$ cat src/hw/rtl/cv3_pkg.sv
`timescale 1ns / 1ps
// cv3_pkg: shared types and codes for the 3x3 multichannel convolution.
// Used by the controller, datapath and top level.
package cv3_pkg;

  // request codes on the input channel
  localparam logic [1:0] REQ_WEIGHT = 2'd0;
  localparam logic [1:0] REQ_BIAS   = 2'd1;
  localparam logic [1:0] REQ_PIXEL  = 2'd2;

  // configuration register indexes
  localparam logic [1:0] REG_HEIGHT = 2'd0;
  localparam logic [1:0] REG_WIDTH  = 2'd1;
  localparam logic [1:0] REG_IN_CH  = 2'd2;
  localparam logic [1:0] REG_OUT_CH = 2'd3;

  localparam int CFG_DW = 11;

  typedef enum logic [2:0] {
    ST_IDLE,
    ST_PIX,
    ST_RD,
    ST_MUL,
    ST_ACC,
    ST_SEND
  } cv3_state_t;

  // controller to datapath
  typedef struct packed {
    logic take;       // accept the input beat
    logic pix_start;  // pick next output pixel, first channel
    logic acc_en;     // add product into accumulator
    logic tap_step;   // advance ic/kh/kw
    logic load_out;   // load result register, move to next channel
  } cv3_cmd_t;

  // datapath to controller
  typedef struct packed {
    logic       run_start; // accepted beat completes a pixel with outputs due
    logic       tap_last;
    logic       oc_last;
    logic       more_pix;
    logic       out_free;
    logic [4:0] noc;
  } cv3_status_t;

endpackage

$ cat src/hw/rtl/cv3_ctrl.sv
`timescale 1ns / 1ps
// cv3_ctrl: sequencer for loads, window taps and result delivery.
// Depends on cv3_pkg.
module cv3_ctrl
  import cv3_pkg::*;
(
  input  logic        clk,
  input  logic        rst_n,
  input  logic        in_valid,
  output logic        in_ready,
  input  cv3_status_t sts,
  output cv3_cmd_t    cmd
);

  cv3_state_t state_r, state_nxt;

  // state register
  always_ff @(posedge clk) begin
    if (!rst_n) begin
      state_r <= ST_IDLE;
    end else begin
      state_r <= state_nxt;
    end
  end

  // next state and commands
  always_comb begin
    state_nxt = state_r;
    cmd       = '0;
    in_ready  = 1'b0;
    case (state_r)
      ST_IDLE: begin
        in_ready = 1'b1;
        if (in_valid) begin
          cmd.take = 1'b1;
          if (sts.run_start) state_nxt = ST_PIX;
        end
      end
      ST_PIX: begin
        cmd.pix_start = 1'b1;
        state_nxt     = ST_RD;
      end
      ST_RD: begin
        state_nxt = ST_MUL;
      end
      ST_MUL: begin
        state_nxt = ST_ACC;
      end
      ST_ACC: begin
        cmd.acc_en = 1'b1;
        if (sts.tap_last) begin
          state_nxt = ST_SEND;
        end else begin
          cmd.tap_step = 1'b1;
          state_nxt    = ST_RD;
        end
      end
      ST_SEND: begin
        if (sts.out_free) begin
          cmd.load_out = 1'b1;
          if (!sts.oc_last) state_nxt = ST_RD;
          else if (sts.more_pix) state_nxt = ST_PIX;
          else state_nxt = ST_IDLE;
        end
      end
      default: begin
        state_nxt = ST_IDLE;
      end
    endcase
  end

endmodule

$ cat config.mk
export PLATFORM = sky130hd
export DESIGN_NAME = cv3_ctrl
export DESIGN_NICKNAME = d
export VERILOG_FILES = /design/src/hw/rtl/cv3_pkg.sv /design/src/hw/rtl/cv3_ctrl.sv
export SDC_FILE = /design/constraint.sdc
export NUM_CORES = 1
export LEC_CHECK = 0
export ABC_AREA = 1
export BUFFER_PORTS_ARGS = -buffer_cell sky130_fd_sc_hd__buf_2
export CAP_MARGIN = 40
export CORE_AREA = 3 3 40 42
export DETAILED_ROUTE_END_ITERATION = 6
export DIE_AREA = 0 0 43 45
export PLACE_DENSITY = 0.52
export SETUP_SLACK_MARGIN = 0.3
export SLEW_MARGIN = 20
export SYNTH_ARGS = -nofsm -noshare
export SYNTH_HDL_FRONTEND = slang
export SYNTH_SLANG_ARGS = --single-unit
$ cat constraint.sdc
create_clock -name clk -period 2.5 [get_ports clk]
set_input_delay 0.5 -clock clk [delete_from_list [all_inputs] [get_ports clk]]
set_output_delay 0.5 -clock clk [all_outputs]
set_load 0.05 [all_outputs]
==> results_dict.tcl, run 1 <==
set metrics [dict create \
    grt_max_degree 8 \
    worstPathMaxFanout 6 \
    synth-seq-area-share_pct 23.76 \
    max_slew_margin_pct 83.79 \
    antenna_cells 0 \
    hp-class "in2reg" \
    fmaxAchievable_mhz 572.8 \
    ctsHtreeMaxLevel 1 \
    routedWlPerCell_um 7.587 \
    syn_inst 43 \
    finalNonFillerCells 75 \
    cts_sinks 3 \
    netlist_area_um2 252.7 \
    reg.largest.list "state_r (3)" \
    antenna_found_initial 0 \
    min_period_ps 1746 \
    post-cts-setup-buffer-count 0 \
    pre_cts_ws_ps 915.4 \
    track_usage_pct 6.822 \
    nets 74 \
    finalHoldViolCount 0 \
    clk_pin_slew_ps 40 \
    async_flop_share_pct 0 \
    slew_violations 0 \
    clock_skew_ps 0.1626 \
    io_buffers 13 \
    root_buffer "clkbuf_4" \
    yosys.area.top_type_share_pct 23.76 \
    grt-ovfl-total 0 \
    viasPerCell 3.920 \
    setup_viol 0 \
    dp.cells 71 \
    antenna_left 0 \
    avgSynthCellArea_um2 5.878 \
    gp_congestion 0.6931 \
    criticalPathCategory "reg2out" \
    setup_ws_ps 754.2 \
    cts_resized 0 \
    cp.required_ps 2000 \
    synth_warnings 0 \
    synth.distinct_cells 13 \
    yosys.cell_count.top_type "inv_1" \
    dr.pass1.iters 4 \
    dieArea_um2 1935 \
    drv_cap 0 \
    via_count 294 \
    num_rows 13 \
    syn_nets 56 \
    worstMarginPinSlew_ps 242.8 \
    status "complete, no violations" \
    post-route-drc-count 0 \
    arrival_ps 1250 \
    start_util_pct 19.67 \
    layout-drive-gt1-share_pct 35.00 \
    cts.path.max_buffers 2 \
    start_kind "flip-flop" \
    fillers 143 \
    slowest_delay_ps 410 \
    cts_made_buffers 3 \
    hp-start "rst_n" \
    whs_ps 469.5 \
    die_y_um 45 \
    path_cells "nand2_2, nor2_2, inv_1, nor2_1, buf_2" \
    grt_pass1_wl_um 938 \
    grt_pass1_vias 251 \
    clk_latency_ps 230 \
    hpwl_um 480 \
    cts_tree "done" \
    synth_flop_cell "dfxtp_1" \
    area_delta_synth_final_pct 43.56 \
    synth-edff-count 0 \
    largest-register "state_r" \
    synth_top_cells_by_area "dfxtp_1 (24%), inv_1 (16%), nand3_1 (14%)" \
    largest_reg_flops 3 \
    p_per_area_nw_per_um2 550.4 \
    synthTopCellsByCount "inv_1 (11), nand2_1 (8), nand3_1 (7)" \
    endpoint_kind "output pin" \
    ys_ff_latch 3 \
    yosysTopAreaCell "dfxtp_1" \
    holdBufCountCts 0 \
    startpoint "state_r[0]" \
    drt_iter0_markers 5 \
    finalCritPeriodShare_pct 69.83 \
    io_pins 19 \
    leakagePower_nw 0.2296 \
    rr_startpoint "state_r[0]" \
    cp_slowest_cell "dfxtp_1" \
    rsz0062_at_grt "no" \
    wl_um 569 \
    ir_drop_uv 208.8 \
    core_area_um2 1285 \
    die_w_um 43 \
    finalSetupTns_ps 0 \
]
-- worst max-delay path: cells and delay by family, from the launching register on --
kind / cells / cell delay (ps)
buffers and inverters: 2 / 340
AND/OR/NAND/NOR: 3 / 270
flip-flops: 1 / 410
-- metal layers --
metal | vias to the layer above | track usage, % | wire (µm) | share of wire [%]
met3 | 0 | 4.781 | 68 | 12
li1 | 164 | - | - | -
met1 | 115 | 7.933 | 267 | 47
met2 | 15 | 9.281 | 233 | 41
met5 | - | 0 | 0 | 0
met4 | 0 | 3.614 | 0 | 0
-- cells in the final DEF, fill, tap and decap left out, drive strengths merged --
master / instances
a21oi: 1
and3: 1
buf: 13
bufinv: 1
clkbuf: 4
dfxtp: 3
inv: 11
nand2: 9
nand3: 8
nor2: 7
nor3: 1
o21ai: 1
-- layout make-up --
class | instances | area (µm²) | share of cell area [%]
flip-flops and latches | 3 | 60.06 | 16.55
repair buffers | 13 | 65.06 | 17.93
clock buffers | 4 | 26.28 | 7.241
inverters | 12 | 58.81 | 16.21
multi-input cells | 28 | 133.9 | 36.90
well taps | 15 | 18.77 | 5.172
-- where the power goes --
part / total [mW] / internal [mW] / switching [mW] / leakage (nW)
clock: 0.0836 / 0.0597 / 0.0238 / 0.0150
sequential: 0.0553 / 0.0509 / 0.00444 / 0.0244
combinational: 0.0608 / 0.0206 / 0.0402 / 0.190
total: 0.200 / 0.131 / 0.0685 / 0.230
-- cells by family after synthesis --
kind of cell	Yosys count	share of synthesized area (%)
buffers and inverters	12	23.27
DFF	3	23.76
and+or+nand+nor	26	49.01
AOI/OAI and AO/OA	2	3.957
-- worst paths after layout --
kind | to | slack (ps) | depth (start not counted)
setup / recovery | cmd[0] | 750 | 5
hold / removal | state_r[2] | 470 | 3
setup reg to reg | state_r[0] | 1460 | 7
hold reg to reg | state_r[2] | 660 | 4
-- stage by stage --
step	area, µm²	power (mW)	util (%)
finish	362.8	0.1997	28.24
detailed placement	336.6	0.1173	26.19
CTS	362.8	0.2048	28.24
floorplan	252.7	0.1012	-
global placement	336.6	0.1169	26.19
global route	362.8	0.2178	28.24
(Power assumes the default switching activity.)
==> run 2: changes to the inputs <==
Settings changed: ABC_AREA 1 to 0, PLACE_DENSITY 0.52 to 0.54.
Clock period 2.5 ns to 1.7 ns, I/O delays scaled along.
==> run 2 against run 1 <==
Hold slack got worse by 130 ps. Clock power increased by 51%. Flip-flop and latch count unchanged. Area after synthesis increased by 8.4%. Design area increased by 43%. Clock-buffer cell count unchanged. Power increased to 5.6 times the previous value. Non-clock buffer count increased by 7. Setup slack got worse by 520 ps. Final cell count decreased by 4.0%. Sequential power increased to 3.4 times the previous value. Critical path type unchanged. Largest power group is now combinational logic.
==> results_dict.tcl, run 2 <==
set metrics [dict create \
    mostFrequentLayoutCells "buf_2 (7), buf_4 (5), nand2_1 (4), clkbuf_4 (4), buf_6 (4)" \
    largest_reg_flops 3 \
    track_usage_pct 9.575 \
    root_buffer "clkbuf_4" \
    grt-ovfl-total 0 \
    die_y_um 45 \
    syn_nets 48 \
    grt_pass1_vias 324 \
    dr.pass1.iters 2 \
    finalSetupTns_ps 0 \
    setup_viol 0 \
    p_per_area_nw_per_um2 2143 \
    yosys.cell_count.top_type "nand2_1" \
    async_flop_share_pct 0 \
    drt_iter0_markers 3 \
    max_slew_margin_pct 80.69 \
    leakagePower_nw 0.2216 \
    grt_max_degree 11 \
    start_kind "flip-flop" \
    holdBufCountCts 0 \
    syn_inst 35 \
    area_delta_synth_final_pct 89.04 \
    min_period_ps 1468 \
    cts_made_buffers 3 \
    dpl_cell_area_um2 374.1 \
    pre_cts_ws_ps 197.1 \
    wl_um 847 \
    whs_ps 343.7 \
    p_seq_share_pct 16.7 \
    final_common_cell "buf_2" \
    ctsHtreeMaxLevel 1 \
    clkPwrFrac_pct 11.4 \
    rsz0062_at_grt "yes" \
    yosysTopAreaCell "dfxtp_1" \
    arrival_ps 1130 \
    intPower_uw 563.2 \
    io_buffers 13 \
    setup_ws_ps 231.7 \
    power.switching_uw 546.8 \
    clock_skew_ps 3.150 \
    core_area_um2 1285 \
    grt_pass1_wl_um 1345 \
    synth.distinct_cells 23 \
    via_count 334 \
    ys_ff_latch 3 \
    die_w_um 43 \
    num_rows 13 \
    start_util_pct 21.32 \
    largest-register "state_r" \
    synth-seq-area-share_pct 21.92 \
    fmaxAchievable_mhz 681.1 \
    yosys.area.top_type_share_pct 21.92 \
    avgSynthCellArea_um2 7.829 \
    final_util_pct 40.31 \
    netlist_area_um2 274.0 \
    synth-edff-count 0 \
    nets 71 \
    antenna_found_initial 0 \
    routedWlPerCell_um 11.76 \
    clk_latency_ps 230 \
    post-route-drc-count 0 \
    drv_cap 0 \
    status "complete, no violations" \
    gp_congestion 0.7034 \
    synthTopCellsByCount "nand2_1 (4), dfxtp_1 (3), nand2b_1 (3)" \
    antenna_cells 0 \
    cts.path.max_buffers 2 \
    hpwl_um 532.9 \
    comb_power_share_pct 71.9 \
    finalCritPeriodShare_pct 86.37 \
    final_cell_area_um2 518.0 \
    criticalPathCategory "reg2out" \
    cts_sinks 3 \
    worstPathMaxFanout 6 \
    viasPerCell 4.639 \
    synth_top_cells_by_area "dfxtp_1 (22%), nand2b_1 (6.8%), and4_1 (6.4%)" \
    swShare_pct 49.26 \
    dieArea_um2 1935 \
    worstMarginPinSlew_ps 286.6 \
    cp.required_ps 1360 \
    reg.largest.list "state_r (3)" \
    cts_tree "done" \
    io_pins 19 \
    finalHoldViolCount 0 \
    ir_drop_uv 574.8 \
    synth_warnings 0 \
    slew_violations 0 \
    layout-drive-gt1-share_pct 61.40 \
    endpoint_kind "output pin" \
    antenna_left 0 \
    synth_flop_cell "dfxtp_1" \
    clk_pin_slew_ps 40 \
    hp-class "in2reg" \
]
## run 2: cell count changes after synthesis, moves of 2 or more
| cell | previous run | this run |
|---|---|---|
| o21ai_0 | 0 | 2 |
| nor2_2 | 2 | 0 |
| and4_1 | 0 | 2 |
| nand2_1 | 8 | 4 |
| nand2b_1 | 0 | 3 |
| inv_1 | 11 | 0 |
| nor2_1 | 5 | 1 |
| nand3_1 | 7 | 1 |
## run 2: path summary, 6_finish.rpt
| check | startpoint | endpoint | slack, ps | cells past startpoint |
|---|---|---|---|---|
| hold reg to reg | state_r[2] | state_r[2] | 660 | 2 |
| hold / removal | rst_n | state_r[2] | 340 | 3 |
| setup reg to reg | state_r[2] | state_r[0] | 400 | 6 |
| setup / recovery | state_r[2] | cmd[0] | 230 | 3 |
## run 2: power by group through the flow
stage / registers, mW / logic, mW / clock network [mW]
CTS: 0.185 / 0.767 / 0.128
finish: 0.186 / 0.798 / 0.126
global placement: 0.176 / 0.584 / 0
floorplan: 0.138 / 0.530 / 0
global route: 0.192 / 0.842 / 0.139
detailed placement: 0.175 / 0.586 / 0
## run 2: layout make-up
type                       count  area (µm²)
tap                           15       18.77
timing repair buffer          20       163.9
sequential                     3       68.82
fill                         141       767.0
clock buffer                   4       26.28
multi-input combinational     30       240.2
## run 2: logic make-up after synthesis
logic type | count (synthesis) | share of synthesized area [%]
AOI/OAI and AO/OA | 9 | 21.92
buffers and inverters | 2 | 6.850
DFF | 3 | 21.92
and+or+nand+nor | 21 | 49.32
## run 2: worst max-delay path: stages, from the launching register on
cell and delay, ps:
dfxtp_4 400, nor2b_4 160, and3_4 180, buf_6 150
## run 2: per-layer routing
metal / wire (µm) / track usage (%) / vias to the layer above
li1: - / - / 169
met1: 373 / 10.84 / 158
met2: 435 / 16.17 / 7
met3: 37 / 5.179 / 0
met4: 0 / 1.807 / 0
met5: 0 / 0 / -
## run 2: what timing repair did
action | 4_1_cts | 5_1_grt
pin swaps | 1 | 0
setup buffers | 5 | 1
endpoints found under the setup margin | 6 | 5
resized for setup | 19 | 2
endpoints found under the hold margin | 0 | 0
## run 2: through the flow
step / power, mW / std cells
after global placement: 0.7601 / 62
after CTS: 1.081 / 71
after global routing: 1.173 / 72
final: 1.110 / 72
after detailed placement: 0.7611 / 62
after floorplan: 0.6673 / 35
==> run 3: changes to the inputs <==
Clock period 1.7 ns to 1.55 ns, I/O delays scaled along.
==> run 3 against run 2 <==
Global-route usage fell by 0.25 points. Critical path depth did not move. Clock skew fell by 0.78 ps. Routed wire length fell by 1.9%. Critical endpoint unchanged. Non-clock buffer count rose by 1. Critical path type unchanged. Register-to-register slack got worse by 50 ps. Utilization rose by 2.2 points. First-iteration DRC count rose by 100%. Clock-buffer cell count did not move. Via count fell by 1.8%. Die area did not move. Setup slack got worse by 110 ps.
==> results_dict.tcl, run 3 (same netlist as run 2, synthesis figures left out) <==
set metrics [dict create \
    fmaxAchievable_mhz 702.6 \
    cts_made_buffers 3 \
    num_rows 13 \
    cp.required_ps 1240 \
    worstPathMaxFanout 5 \
    root_buffer "clkbuf_4" \
    setup_viol 0 \
    layout-drive-gt1-share_pct 63.79 \
    cts_sinks 3 \
    viasPerCell 4.493 \
    io_pins 19 \
    finalHoldViolCount 0 \
    wl_um 831 \
    max_slew_margin_pct 83.15 \
    dr.pass1.iters 3 \
    min_period_ps 1423 \
    cts_tree "done" \
    drv_cap 0 \
    antenna_cells 0 \
    finalNonFillerCells 73 \
    hpwl_um 540.3 \
    track_usage_pct 9.326 \
    routedWlPerCell_um 11.38 \
    r2r_end "state_r[1]" \
    worstMarginPinSlew_ps 250.2 \
    finalCritPeriodShare_pct 91.83 \
    grt-ovfl-total 0 \
    final_util_pct 42.55 \
    hp-start "rst_n" \
    largest-register "state_r" \
    antenna_found_initial 0 \
    dp.cells 63 \
    core_area_um2 1285 \
    cts.path.max_buffers 2 \
    via_count 328 \
    critPathTopFamily "flip-flops" \
    r2r_setup_slack_ps 350 \
    clk_latency_ps 230 \
    area_delta_synth_final_pct 99.54 \
    top_layer "met3" \
    wl_met1_um 375 \
    leakagePower_nw 0.2341 \
    clock_skew_ps 2.374 \
    dpl_cell_area_um2 382.9 \
    arrival_ps 1110 \
    hold-path-cell-count 3 \
    start_util_pct 21.32 \
    path_cells "nor2b_4, and3_4, buf_8" \
    drt_iter0_markers 6 \
    die_y_um 45 \
    p_per_area_nw_per_um2 2437 \
    endpoint_kind "output pin" \
    final_cell_area_um2 546.8 \
    post-route-drc-count 0 \
    start_kind "flip-flop" \
    rr_startpoint "state_r[0]" \
    wl_met2_um 418 \
    criticalPathCategory "reg2out" \
    io_buffers 13 \
    wl_met3_um 38 \
    clk_pin_slew_ps 30 \
    reg.largest.list "state_r (3)" \
    grt_pass1_vias 309 \
    cp_num_buf_inv 1 \
    cp_slowest_cell "dfxtp_4" \
    rsz0062_at_grt "yes" \
    mostFrequentLayoutCells "buf_2 (7), buf_4 (6), nand2_1 (4), buf_6 (4)" \
    dieArea_um2 1935 \
    die_w_um 43 \
    largest_reg_flops 3 \
    antenna_left 0 \
    grt_pass1_wl_um 1366 \
    ctsHtreeMaxLevel 1 \
    slowest_delay_ps 390 \
    holdBufCountCts 0 \
    status "complete, no violations" \
    gp_congestion 0.6997 \
    fillers 129 \
    holdPathEnd "state_r[2]" \
    slew_violations 0 \
    final_common_cell "buf_2" \
    hp-class "in2reg" \
    nets 72 \
    rr_worst_depth 5 \
    ir_drop_uv 1100 \
    grt_max_degree 11 \
]
## run 3: cell count changes in the layout (fill, tap and decap cells not counted)
cell	delta
buf_1	-1
buf_4	+1
buf_8	+2
clkbuf_4	-1
dfxtp_2	-1
dfxtp_4	+1
## run 3: how the worst max path moves through the flow
stage / to / from / cells after the start
2_1_floorplan: cmd[4] / state_r[2] / 3
3_3_place_gp: cmd[0] / state_r[2] / 3
3_5_place_dp: cmd[0] / state_r[2] / 3
4_1_cts: cmd[0] / state_r[2] / 3
5_1_grt: cmd[0] / state_r[2] / 3
6_report: cmd[0] / state_r[2] / 3
## run 3: through the flow
stage / TNS (ps) / worst slack (ps) / total power, mW / hold slack (ps)
2_1_floorplan: -37.13 / -19.35 / 0.7319 / 434.1
3_3_place_gp: 0 / 46.65 / 0.8447 / 568.5
3_5_place_dp: 0 / 66.64 / 0.8437 / 566.7
4_1_cts: 0 / 132.0 / 1.304 / 322.1
5_1_grt: 0 / 98.27 / 1.405 / 332.2
6_report: 0 / 126.7 / 1.333 / 328.0
## run 3: cell type report
| class | count | area (µm²) | area share (%) |
|---|---|---|---|
| Timing Repair Buffer | 21 | 190.2 | 34.78 |
| Sequential cell | 3 | 71.32 | 13.04 |
| Multi-Input combinational cell | 30 | 240.2 | 43.94 |
| Clock buffer | 4 | 26.28 | 4.805 |
| Tap cell | 15 | 18.77 | 3.432 |
## run 3: per-layer routing
metal	track usage, %	up-vias
met1	12.29	149
met3	1.594	0
li1	-	172
met4	3.614	0
met2	15.27	7
met5	0	-
## run 3: power breakdown
group,internal (mW),switching (mW)
Combinational,0.491,0.507
Clock,0.0963,0.0379
Sequential,0.128,0.0726
## run 3: worst min-delay path: stages
cell     delay [ps]
buf_2           110
nand2_1          60
a21oi_1          40
## run 3: repair_timing
action / in CTS / in global routing
gates resized for setup: 24 / 2
setup endpoints to repair: 8 / 7
pin swaps: 0 / 2
setup buffers: 5 / 1
